$ cat src/sv/slr_pkg.sv
// Shared constants for the stereo linear resampler.
`default_nettype none

package slr_pkg;

  // Sample and field widths
  localparam int SAMPLE_W = 16;
  localparam int CNT_W    = 12;
  localparam int STEP_W   = 28;

  // Fixed-point position format
  localparam int FRAC_BITS    = 24;
  localparam int BLOCK_FRAMES = 128;
  localparam int FRAME_W      = $clog2(BLOCK_FRAMES);
  // integer range of one step
  localparam int STEP_INT     = 1 << (STEP_W - FRAC_BITS);
  localparam int IDX_W        = $clog2(BLOCK_FRAMES + STEP_INT - 1);
  localparam int POS_W        = IDX_W + FRAC_BITS;

  // Step floor of 1/16
  localparam int MIN_STEP_LOG2 = 4;
  localparam logic [STEP_W-1:0] MIN_STEP   = STEP_W'(1) << (FRAC_BITS - MIN_STEP_LOG2);
  localparam logic [STEP_W-1:0] STEP_RESET = STEP_W'(1) << FRAC_BITS;

  // Results per item
  localparam int MAX_RESULTS = 32;
  localparam int RES_W       = $clog2(MAX_RESULTS + 1);

  // Digit-serial multiplier
  localparam int DIGIT_W = 4;
  localparam int DIGITS  = FRAC_BITS / DIGIT_W;
  localparam int LCNT_W  = $clog2(DIGITS + 1);

  // Register port
  localparam int PADDR_W = 3;
  localparam int PDATA_W = 32;
  localparam logic [PADDR_W-3:0] REG_STEP = '0;

endpackage

`default_nettype wire

$ cat src/sv/slr_lerp.sv
// Digit-serial linear interpolation of one channel, truncated toward zero.
`default_nettype none

module slr_lerp (
  input  logic                               clk,
  input  logic                               rst,
  input  logic                               start,
  input  logic [slr_pkg::FRAC_BITS-1:0]      frac,
  input  logic signed [slr_pkg::SAMPLE_W-1:0] s1,
  input  logic signed [slr_pkg::SAMPLE_W-1:0] s2,
  output logic                               done,
  output logic signed [slr_pkg::SAMPLE_W-1:0] result
);
  import slr_pkg::*;

  logic [FRAC_BITS-1:0]                 frac_sr;
  logic signed [SAMPLE_W:0]             diff;
  logic signed [SAMPLE_W-1:0]           base;
  logic signed [SAMPLE_W+1:0]           hi;
  logic                                 sticky;
  logic [LCNT_W-1:0]                    cnt;
  logic                                 busy;
  logic signed [SAMPLE_W+DIGIT_W+1:0]   prod;
  logic signed [SAMPLE_W+DIGIT_W+1:0]   sum;
  logic signed [SAMPLE_W+2:0]           tot;
  logic signed [SAMPLE_W+2:0]           rounded;

  // One fraction digit times the difference, added to the running high part
  assign prod = $signed({1'b0, frac_sr[DIGIT_W-1:0]}) * diff;
  assign sum  = {{DIGIT_W{hi[SAMPLE_W+1]}}, hi} + prod;

  // Add s1, then step a negative value with dropped bits up toward zero
  assign tot     = {hi[SAMPLE_W+1], hi} + {{3{base[SAMPLE_W-1]}}, base};
  assign rounded = tot + {{(SAMPLE_W+2){1'b0}}, (tot[SAMPLE_W+2] & sticky)};
  assign result  = rounded[SAMPLE_W-1:0];

  // Sequencer: low digit first, product shifts right one digit per cycle
  always_ff @(posedge clk) begin
    if (rst) begin
      busy <= 1'b0;
      done <= 1'b0;
      cnt  <= '0;
    end else begin
      // pulse after the last digit
      done <= !start && busy && (cnt == LCNT_W'(1));
      if (start) begin
        frac_sr <= frac;
        diff    <= {s2[SAMPLE_W-1], s2} - {s1[SAMPLE_W-1], s1};
        base    <= s1;
        hi      <= '0;
        sticky  <= 1'b0;
        cnt     <= LCNT_W'(DIGITS);
        busy    <= 1'b1;
      end else if (busy) begin
        hi      <= sum[SAMPLE_W+DIGIT_W+1:DIGIT_W];
        sticky  <= sticky | (|sum[DIGIT_W-1:0]);
        frac_sr <= frac_sr >> DIGIT_W;
        cnt     <= cnt - LCNT_W'(1);
        if (cnt == LCNT_W'(1)) begin
          busy <= 1'b0;
        end
      end
    end
  end

endmodule

`default_nettype wire

$ cat src/sv/stereo_linear_resampler.sv
// Stereo linear-interpolation resampler, top level.
// Input channel: one stereo frame per item (in_valid / in_stall). Frames of a
// block follow each other; last_in_block or the 128th frame closes the block,
// and out_count is taken from the block's first frame.
// Output channel: resampled frames (out_valid / out_stall), with last_of_run
// on the final result of an input item and block_done on the block's final one.
// Register port: step_ratio at byte address 0, input/output rate with 24
// fraction bits; writes must land between items (not enforced by the block).
// Flow: the block takes one item at a time. Each interpolated result runs
// through the 4-bit-per-cycle serial multiplier (6 digits plus load and
// hand-off); a held result on the last frame needs no multiply. A stalled
// receiver lengthens the item.
// The final result of an item sits in the output register while the next
// item is taken in. A stalled receiver holds the output and, once the next
// result is ready, holds the block too.
// Reset: synchronous; clears the block state, sets step_ratio to 1.0 and
// drops any result in flight.
`default_nettype none

module stereo_linear_resampler (
  input  logic                                clk,
  input  logic                                rst,
  // register port
  input  logic                                psel,
  input  logic                                penable,
  input  logic                                pwrite,
  input  logic [slr_pkg::PADDR_W-1:0]         paddr,
  input  logic [slr_pkg::PDATA_W-1:0]         pwdata,
  output logic [slr_pkg::PDATA_W-1:0]         prdata,
  output logic                                pready,
  // input frames
  input  logic                                in_valid,
  output logic                                in_stall,
  input  logic signed [slr_pkg::SAMPLE_W-1:0] left_sample,
  input  logic signed [slr_pkg::SAMPLE_W-1:0] right_sample,
  input  logic                                last_in_block,
  input  logic [slr_pkg::CNT_W-1:0]           out_count,
  // output frames
  output logic                                out_valid,
  input  logic                                out_stall,
  output logic signed [slr_pkg::SAMPLE_W-1:0] out_left,
  output logic signed [slr_pkg::SAMPLE_W-1:0] out_right,
  output logic                                last_of_run,
  output logic                                block_done
);
  import slr_pkg::*;

  typedef enum logic [1:0] {ST_IDLE, ST_EVAL, ST_MUL} state_t;

  state_t                     state;
  logic [STEP_W-1:0]          step_ratio;
  logic [FRAME_W-1:0]         frame_index;
  logic [CNT_W-1:0]           out_index;
  logic [CNT_W-1:0]           block_out_count;
  logic [POS_W-1:0]           position;
  logic [RES_W-1:0]           n_res;
  logic signed [SAMPLE_W-1:0] cur_l, cur_r, prev_l, prev_r;
  logic signed [SAMPLE_W-1:0] pend_l, pend_r;
  logic                       pend_done;
  logic                       have_pending;
  logic                       last_r;

  logic                       reg_wr;
  logic                       reg_sel;
  logic [STEP_W-1:0]          step_eff;
  logic [IDX_W-1:0]           idx;
  logic [IDX_W-1:0]           k_ext;
  logic                       is_lerp, is_hold, emit;
  logic                       out_free, proceed;
  logic                       lerp_start;
  logic                       done_l, done_r;
  logic signed [SAMPLE_W-1:0] res_l, res_r;

  // Register port
  assign pready  = 1'b1;
  assign reg_sel = (paddr[PADDR_W-1:2] == REG_STEP);
  assign reg_wr  = psel & penable & pwrite & pready & reg_sel;
  assign prdata  = reg_sel ? PDATA_W'(step_ratio) : '0;

  always_ff @(posedge clk) begin
    if (rst) begin
      step_ratio <= STEP_RESET;
    end else if (reg_wr) begin
      step_ratio <= pwdata[STEP_W-1:0];
    end
  end

  // Next-result decision
  assign step_eff = (step_ratio < MIN_STEP) ? MIN_STEP : step_ratio;
  assign idx      = position[POS_W-1:FRAC_BITS];
  assign k_ext    = IDX_W'(frame_index);
  assign is_lerp  = (frame_index != '0) && (idx == k_ext - IDX_W'(1));
  assign is_hold  = last_r && (idx == k_ext);
  assign emit     = (n_res < RES_W'(MAX_RESULTS)) && (out_index < block_out_count)
                    && (is_lerp || is_hold);

  // A pending result leaves only when the output register can take it
  assign out_free   = !out_valid || !out_stall;
  assign proceed    = (state == ST_EVAL) && (!have_pending || out_free);
  assign lerp_start = proceed && emit && is_lerp;
  assign in_stall   = (state != ST_IDLE);

  // Interpolation units, one per channel
  slr_lerp u_lerp_l (
    .clk    (clk),
    .rst    (rst),
    .start  (lerp_start),
    .frac   (position[FRAC_BITS-1:0]),
    .s1     (prev_l),
    .s2     (cur_l),
    .done   (done_l),
    .result (res_l)
  );

  slr_lerp u_lerp_r (
    .clk    (clk),
    .rst    (rst),
    .start  (lerp_start),
    .frac   (position[FRAC_BITS-1:0]),
    .s1     (prev_r),
    .s2     (cur_r),
    .done   (done_r),
    .result (res_r)
  );

  // Control sequencer and output register
  always_ff @(posedge clk) begin
    if (rst) begin
      state           <= ST_IDLE;
      frame_index     <= '0;
      out_index       <= '0;
      block_out_count <= '0;
      position        <= '0;
      prev_l          <= '0;
      prev_r          <= '0;
      have_pending    <= 1'b0;
      out_valid       <= 1'b0;
      n_res           <= '0;
    end else begin
      // output register empties once taken, unless refilled this cycle
      if (out_valid && !out_stall && !(proceed && have_pending)) begin
        out_valid <= 1'b0;
      end

      case (state)
        ST_IDLE: begin
          if (in_valid) begin
            cur_l  <= left_sample;
            cur_r  <= right_sample;
            last_r <= last_in_block || (frame_index >= FRAME_W'(BLOCK_FRAMES - 1));
            n_res  <= '0;
            if (frame_index == '0) begin
              block_out_count <= out_count;
              out_index       <= '0;
              position        <= '0;
            end
            state <= ST_EVAL;
          end
        end

        ST_EVAL: begin
          if (proceed) begin
            // release the previous result, flagged if nothing follows it
            if (have_pending) begin
              out_valid   <= 1'b1;
              out_left    <= pend_l;
              out_right   <= pend_r;
              last_of_run <= !emit;
              block_done  <= pend_done || (!emit && last_r);
            end

            if (emit) begin
              out_index <= out_index + CNT_W'(1);
              position  <= position + POS_W'(step_eff);
              n_res     <= n_res + RES_W'(1);
              pend_done <= (out_index + CNT_W'(1) == block_out_count);
              if (is_lerp) begin
                have_pending <= 1'b0;
                state        <= ST_MUL;
              end else begin
                // hold the block's last frame
                pend_l       <= cur_l;
                pend_r       <= cur_r;
                have_pending <= 1'b1;
              end
            end else begin
              // item finished
              have_pending <= 1'b0;
              prev_l       <= cur_l;
              prev_r       <= cur_r;
              if (last_r) begin
                frame_index <= '0;
                out_index   <= '0;
                position    <= '0;
              end else begin
                frame_index <= frame_index + FRAME_W'(1);
              end
              state <= ST_IDLE;
            end
          end
        end

        ST_MUL: begin
          if (done_l && done_r) begin
            pend_l       <= res_l;
            pend_r       <= res_r;
            have_pending <= 1'b1;
            state        <= ST_EVAL;
          end
        end

        default: begin
          state <= ST_IDLE;
        end
      endcase
    end
  end

endmodule

`default_nettype wire

$ cat config.mk
export PLATFORM = sky130hd
export DESIGN_NAME = stereo_linear_resampler
export DESIGN_NICKNAME = d
export VERILOG_FILES = /design/src/sv/slr_pkg.sv /design/src/sv/slr_lerp.sv /design/src/sv/stereo_linear_resampler.sv
export SDC_FILE = /design/constraint.sdc
export NUM_CORES = 1
export LEC_CHECK = 0
export ABC_CLOCK_PERIOD_IN_PS = 8000
export BUFFER_PORTS_ARGS = -buffer_cell sky130_fd_sc_hd__buf_2
export CORE_MARGIN = 2
export CORE_UTILIZATION = 55
export DETAILED_ROUTE_END_ITERATION = 6
export GPL_TIMING_DRIVEN = 1
export PLACE_DENSITY = 0.71
export SLEW_MARGIN = 20
export SYNTH_ARGS = -nofsm -noshare
export SYNTH_HDL_FRONTEND = slang
export SYNTH_SLANG_ARGS = --single-unit
$ cat constraint.sdc
create_clock -name clk -period 8 [get_ports clk]
set_input_delay 1.6 -clock clk [delete_from_list [all_inputs] [get_ports clk]]
set_output_delay 1.6 -clock clk [all_outputs]
set_load 0.03 [all_outputs]
==> results of run 1 <==
-- cell type report --
cell class / instances / area (sq um)
clock buffer: 56 / 1190
tap: 607 / 759
inverter: 308 / 1160
sequential: 395 / 10400
clock inverter: 24 / 267
multi-input combinational: 1942 / 14200
fill: 3906 / 17800
timing repair buffer: 161 / 875
-- registers in the layout, indices dropped and copies added (netlist names), 17 cells and up --
name,count
u_lerp_l.hi,18
u_lerp_r.hi,18
u_lerp_l.diff,17
u_lerp_r.frac_sr,24
u_lerp_l.frac_sr,24
u_lerp_r.diff,17
position,32
step_ratio,28
-- worst register-to-register path, stage by stage, from the launching register on --
cell,delay (ps)
dfxtp_1,430
inv_1,130
ha_1,330
xnor2_1,120
or4_1,540
nor4_4,490
o2111a_2,410
nand3_1,690
nor2_4,850
nor2_1,160
nor2_4,530
buf_4,440
-- worst paths after layout --
| path | endpoint | slack (ps) | cells after the start |
|---|---|---|---|
| min | out_left[2] | 410 | 0 |
| max | u_lerp_r.hi[16] | 2490 | 11 |
| max reg2reg | u_lerp_r.hi[16] | 2490 | 11 |
| min reg2reg | out_left[2] | 410 | 0 |
-- layout by cell type (no fill, tap or decap), types with 64 or more instances in the layout --
master,netlist,routed
nor2_1,202,198
xor2_1,64,64
o21ai_0,112,112
dfxtp_1,143,143
buf_2,12,143
edfxtp_1,252,252
ha_1,207,207
xnor2_1,96,96
fa_1,109,109
a21oi_1,139,138
inv_1,306,306
and2_1,108,108
nand2_1,343,343
-- metal layers --
metal / part of all wire, % / track usage (%)
met1: 46 / 32.8
met2: 47 / 40.0
met4: 2.1 / 6.36
met3: 5.0 / 3.13
met5: 0 / 0
-- per-stage QoR --
stage	hold slack (ps)	worst slack [ps]	cell area, sq um
2_1_floorplan	400	2030	26100
3_3_place_gp	404	2470	27400
3_5_place_dp	405	2430	27400
4_1_cts	414	2380	28800
5_1_grt	422	2040	28900
6_report	412	2490	28900
-- report_power, final --
| part | internal, W | switching, W | leakage, nW |
|---|---|---|---|
| logic | 0.000131 | 0.000211 | 8.16 |
| registers | 0.00220 | 0.0000289 | 3.41 |
| clock network | 0.00122 | 0.000839 | 0.705 |
| total | 0.00355 | 0.00108 | 12.3 |
-- cell families after synthesis --
group / after synthesis
muxes: 45
DFF: 395
adders and majority gates: 316
AOI/OAI and AO/OA: 457
buffers and inverters: 397
xor gates and xnor gates: 160
other: 2
and+or+nand+nor: 959
==> impl_results.md, run 1 <==
* Outcome: finished with violations
* Failing checks: design-rule violations
* Die Footprint at 49200 sq um
* CP delay by family, top: simple AND/OR/NAND/NOR gates
* # hold bufs at CTS at 0
* Initial Util at a little under three fifths
* Adder-cell share of the synthesized area at 18.3%
* HPWL Detailed at 43300 um
* Fin crit share at 68.8%
* Core Util, Final at 61.9%
* Port bufs at about 140
* CTS Buf Count at 44
* Final hold violation count at 0
* Synth Area in Simple Gates at 17.6%
* First-pass GRT wire length at 95900 um
* Clock sink count at 395
* Antenna diodes at 0
* Setup TNS at 0 ps
* Cell row count at 79
* Cell count after synthesis at 2731
* Nets@finish at 3255
* Post-route antenna net violation count at 0
* Max_slew headroom at 28.1%
* CTS tree: done
* Worst-Skew Late Latency at around 580 ps
* Buf+Inv Stages, Crit Path at 2
* Worst Path Arrival at 5730 ps
* Share of the synthesized area in the top cell type at 29.0%
* Seq/Total Area, Yosys at 40.0%
* First DRT Iteration DRCs at 1339
* Worst setup SP type: flop
* CP Class: reg2reg
* Pin count of the biggest net entering global routing at 76
* Crit Path Max Fanout at 25
* Achievable frequency at 182 MHz
* Dominant cells by area after synthesis: edfxtp_1 (29%), dfxtp_1 (11%), ha_1 (9.9%)
* PwrDens at 160 nW/um^2
* Main flop type after synthesis: edfxtp_1
* Synth-to-layout area growth at 10.7%
* # H-tree levels at 2
* Post-synthesis xor/xnor area fraction at between 5 and 6%
* # DRC at 8
* Initial antenna violation count at 0
* Peak VDD IR at 0.142 mV
* Layout cells sized above 1 at under 10%
* Max-Cap Viols at 0
* Final setup viols at 0
* Total Wirelength at just under 60000 um
* Worst Setup SP: frame_index[0]
* Critical-path top delay cell: nor2_4
* Largest family of logic cells by synthesized area: adder cells
* Gr ovfl total at 0
* Worst r2r src: frame_index[0]
* Most frequent cell after synthesis: nand2_1
* Vias in the first global route at 19000
* GPL Wtd Cong at 0.895
* EDFF count, synth at 252
* DP Cell Count at 3411
* Via density at ~5.6
* Core box area at around 47000 sq um
* Postcts setup bufs at 0
* Syn_area_per_cell at 9.55 sq um
* Via count at 19600
* Reg clk slew, reported paths at about 60 ps
* Unrepaired setup endpoints after global routing: false
* WP data required at 8230 ps
* Synth async-reset ratio at 0%
* Synthesized flop and latch total at approximately 400
* Mux contribution to synthesized area at 1.73%
* Critical path's largest stage delay at 850 ps
* Min Tclk post-route at 5510 ps
* Wire length per cell at between 15 and 20 um
* Commonest cells in the netlist: nand2_1 (343), inv_1 (306), edfxtp_1 (252)
* Crit path top cell by count: nor2_4
* Clock skew at 24.4 ps
* CTS max path bufs at 3
* Overall Power at 0.00463 W
* Largest area contributor in the netlist: edfxtp_1
* Worst-margin pin slew at 1080 ps
* Chip Height at approximately 220 um
* Total track usage at about a quarter
* Cell Chain, Critical Path: inv_1 -> ha_1 -> xnor2_1 -> or4_1 -> nor4_4 -> o2111a_2 -> nand3_1 -> nor2_4 -> nor2_1 -> nor2_4 -> buf_4
* Min-Delay Startpoint: pend_l[2]
* Fin cells at 3493
* Gates resized, CTS repair at 0
* Mapped Area at 26100 sq um
* Yosys warns at 0
* Root Driver: clkbuf_16
* Ports at 156
* Worst hold path type: reg2reg
* Crit path capture type: flop
* Unique masters post-synth at between 70 and 80
* Die X-Extent at 222 um
* Drt pass-1 iters at 7
* Pins Over Slew Limit at 0
* Synth Area in Compound Gates at 11.1%
* P_leak at 12.3 nW
Note: power is estimated with default switching activity, not from simulation.
==> inputs of run 2 (changes only) <==
- ABC_CLOCK_PERIOD_IN_PS: 8000 -> 4840
- PLACE_DENSITY: 0.71 -> 0.74
- clock period: 8 -> 4.84 ns (I/O delays scaled with it)
==> run 2 against run 1 <==
Compared with the run above:
- cell count grew 1.2%
- total power up 67%
- the run still ends with design-rule violations left
- highest routed layer unchanged
- global-route usage is 0.60 points higher
- critical path type unchanged
- largest cell class unchanged
- largest power group unchanged
- non-clock buffer count grew 41
- via count is 1.7% higher
==> impl_results.md, run 2 (synthesis gave the netlist of run 1 again) <==
* CP Depth at 18
* Clock sink count at about 400
* Critical path's largest stage delay at 540 ps
* Pins Over Slew Limit at 0
* CP delay by family, top: adder cells
* CTS Buf Count at 44
* Max_slew headroom at 20.6%
* # fillers at about 3800
* PwrDens at 264 nW/um^2
* Vias in the first global route at 19900
* Fin crit share at 96.7%
* Achievable frequency at 214 MHz
* Synth-to-layout area growth at 12.5%
* Worst-Skew Late Latency at 590 ps
* # DRC at 7
* Crit path top cell by count: inv_1
* DP Cell Count at about 3400
* Most flops, register: position
* Setup TNS at 0 ps
* GPL Wtd Cong at just under 0.9
* Worst setup SP type: flop
* Core box area at 46700 sq um
* First-pass GRT wire length at 98800 um
* # H-tree levels at 2
* Port bufs at 144
* Biggest regs: position (32), step_ratio (28)
* FF-to-FF End: u_lerp_l.hi[14]
* Buf+Inv Stages, Crit Path at 6
* Worst Slack Setup Final at 158 ps
* Outcome: finished with violations
* Total track usage at 24.5%
* Worst r2r src: u_lerp_l.frac_sr[0]
* Failing checks: design-rule violations
* Chip Height at 222 um
* Total Wirelength at approximately 60000 um
* Gr ovfl total at 0
* WHS at about 420 ps
* # hold bufs at CTS at 0
* CP Class: reg2reg
* Worst-margin pin slew at 1160 ps
* Crit path capture: u_lerp_l.hi[14]
* Ports at about 160
* Layout cells sized above 1 at 10.6%
* Max-Cap Viols at 0
* Initial Util at 55.9%
* P_leak at about 13 nW
* Pre-CTS setup slack at about 19 ps
* Die X-Extent at 222 um
* Cell Chain, Critical Path: buf_6 -> nand2_1 -> fa_1 -> inv_1 -> fa_1 -> inv_1 -> fa_1 -> inv_1 -> ha_1 -> inv_1 -> o21bai_1 -> a2111oi_2 -> buf_4 -> nor3_2 -> nor2_2 -> o311ai_0 -> xnor2_1 -> nor2_1
* Crit path capture type: flop
* Reg clk slew, reported paths at 60 ps
* Post-route antenna net violation count at 0
* Drt pass-1 iters at 7
* WP data required at 5160 ps
* Pin count of the biggest net entering global routing at 90
* Peak VDD IR at 0.253 mV
* CTS tree: done
* Antenna diodes at 0
* Crit Path Max Fanout at 11
* R2R cell count at 18
* Min Tclk post-route at approximately 4700 ps
* Initial antenna violation count at 0
* Final setup viols at 0
* Worst hold stages at 0
* HPWL Detailed at around 44000 um
* Final hold violation count at 0
* Clock skew at 22.0 ps
* Worst Path Arrival at 5000 ps
* Via density at 5.63
* Fin cells at 3535
* Most frequent cells in the layout: nand2_1 (343), inv_1 (306), edfxtp_1 (252)
* Worst Setup SP: u_lerp_l.frac_sr[0]
* Via count at a little under 20000
* Critical-path top delay cell: fa_1
* First DRT Iteration DRCs at 1251
* Cell row count at 79
* Wire length per cell at 17.0 um
* Die Footprint at 49200 sq um
* Commonest non-fill, non-tap cell in the layout: nand2_1
* Max reg flops at 32
* CTS max path bufs at 3
* Worst hold path type: reg2reg
* Nets@finish at 3296
* R2r setup slk at 160 ps
* Root Driver: clkbuf_16
## run 2: cell types whose count changed in the layout (fill, tap and decap cells not counted), moves of 5 or more
cell      before  now
buf_4         16   53
clkbuf_8       0    7
clkbuf_1      10   16
clkinv_2       7    2
## run 2: area by class of cell
| cell class | instances | area (sq um) | share of cell area [%] |
|---|---|---|---|
| Sequential cell | 395 | 10400 | 35.6 |
| Clock buffer | 68 | 1280 | 4.37 |
| Clock inverter | 13 | 210 | 0.717 |
| Multi-Input combinational cell | 1942 | 14300 | 48.7 |
| Tap cell | 607 | 759 | 2.59 |
| Timing Repair Buffer | 202 | 1200 | 4.10 |
| Inverter | 308 | 1160 | 3.94 |
## run 2: worst min-delay path by stage
stage                           from            end  slack [ps]
final                      pend_l[0]    out_left[0]         420
after global routing       pend_l[0]    out_left[0]         420
after CTS                  pend_l[0]    out_left[0]         420
after detailed placement   pend_l[0]    out_left[0]         400
after global placement    pend_r[13]  out_right[13]         400
after floorplan            pend_l[0]    out_left[0]         400
## run 2: repair_timing
action | in CTS | in global routing
setup endpoints to repair | 2 | 27
hold endpoints to repair | 0 | 0
buffers inserted | 2 | 2
pin swaps | 0 | 4
resized for setup | 1 | 25
## run 2: metal layers
metal	vias up	wire length (um)	GRT usage [%]
met5	-	0	0
met4	0	1280	6.47
met3	98	3620	3.71
met2	596	28700	41.4
met1	9530	26400	33.0
li1	9663	-	-
## run 2: per-stage QoR
stage / utilization, % / total power (W) / area [sq um]
2_1_floorplan: - / 0.00415 / 26100
3_3_place_gp: 59.3 / 0.00430 / 27700
3_5_place_dp: 59.3 / 0.00432 / 27700
4_1_cts: 62.6 / 0.00779 / 29200
5_1_grt: 62.9 / 0.00799 / 29300
6_report: 62.9 / 0.00774 / 29300
## run 2: where the power goes
group          switching, W  total, W  internal (W)
registers         0.0000477   0.00369       0.00364
clock network       0.00138   0.00348       0.00210
logic              0.000355  0.000572      0.000217
total               0.00178   0.00774       0.00595
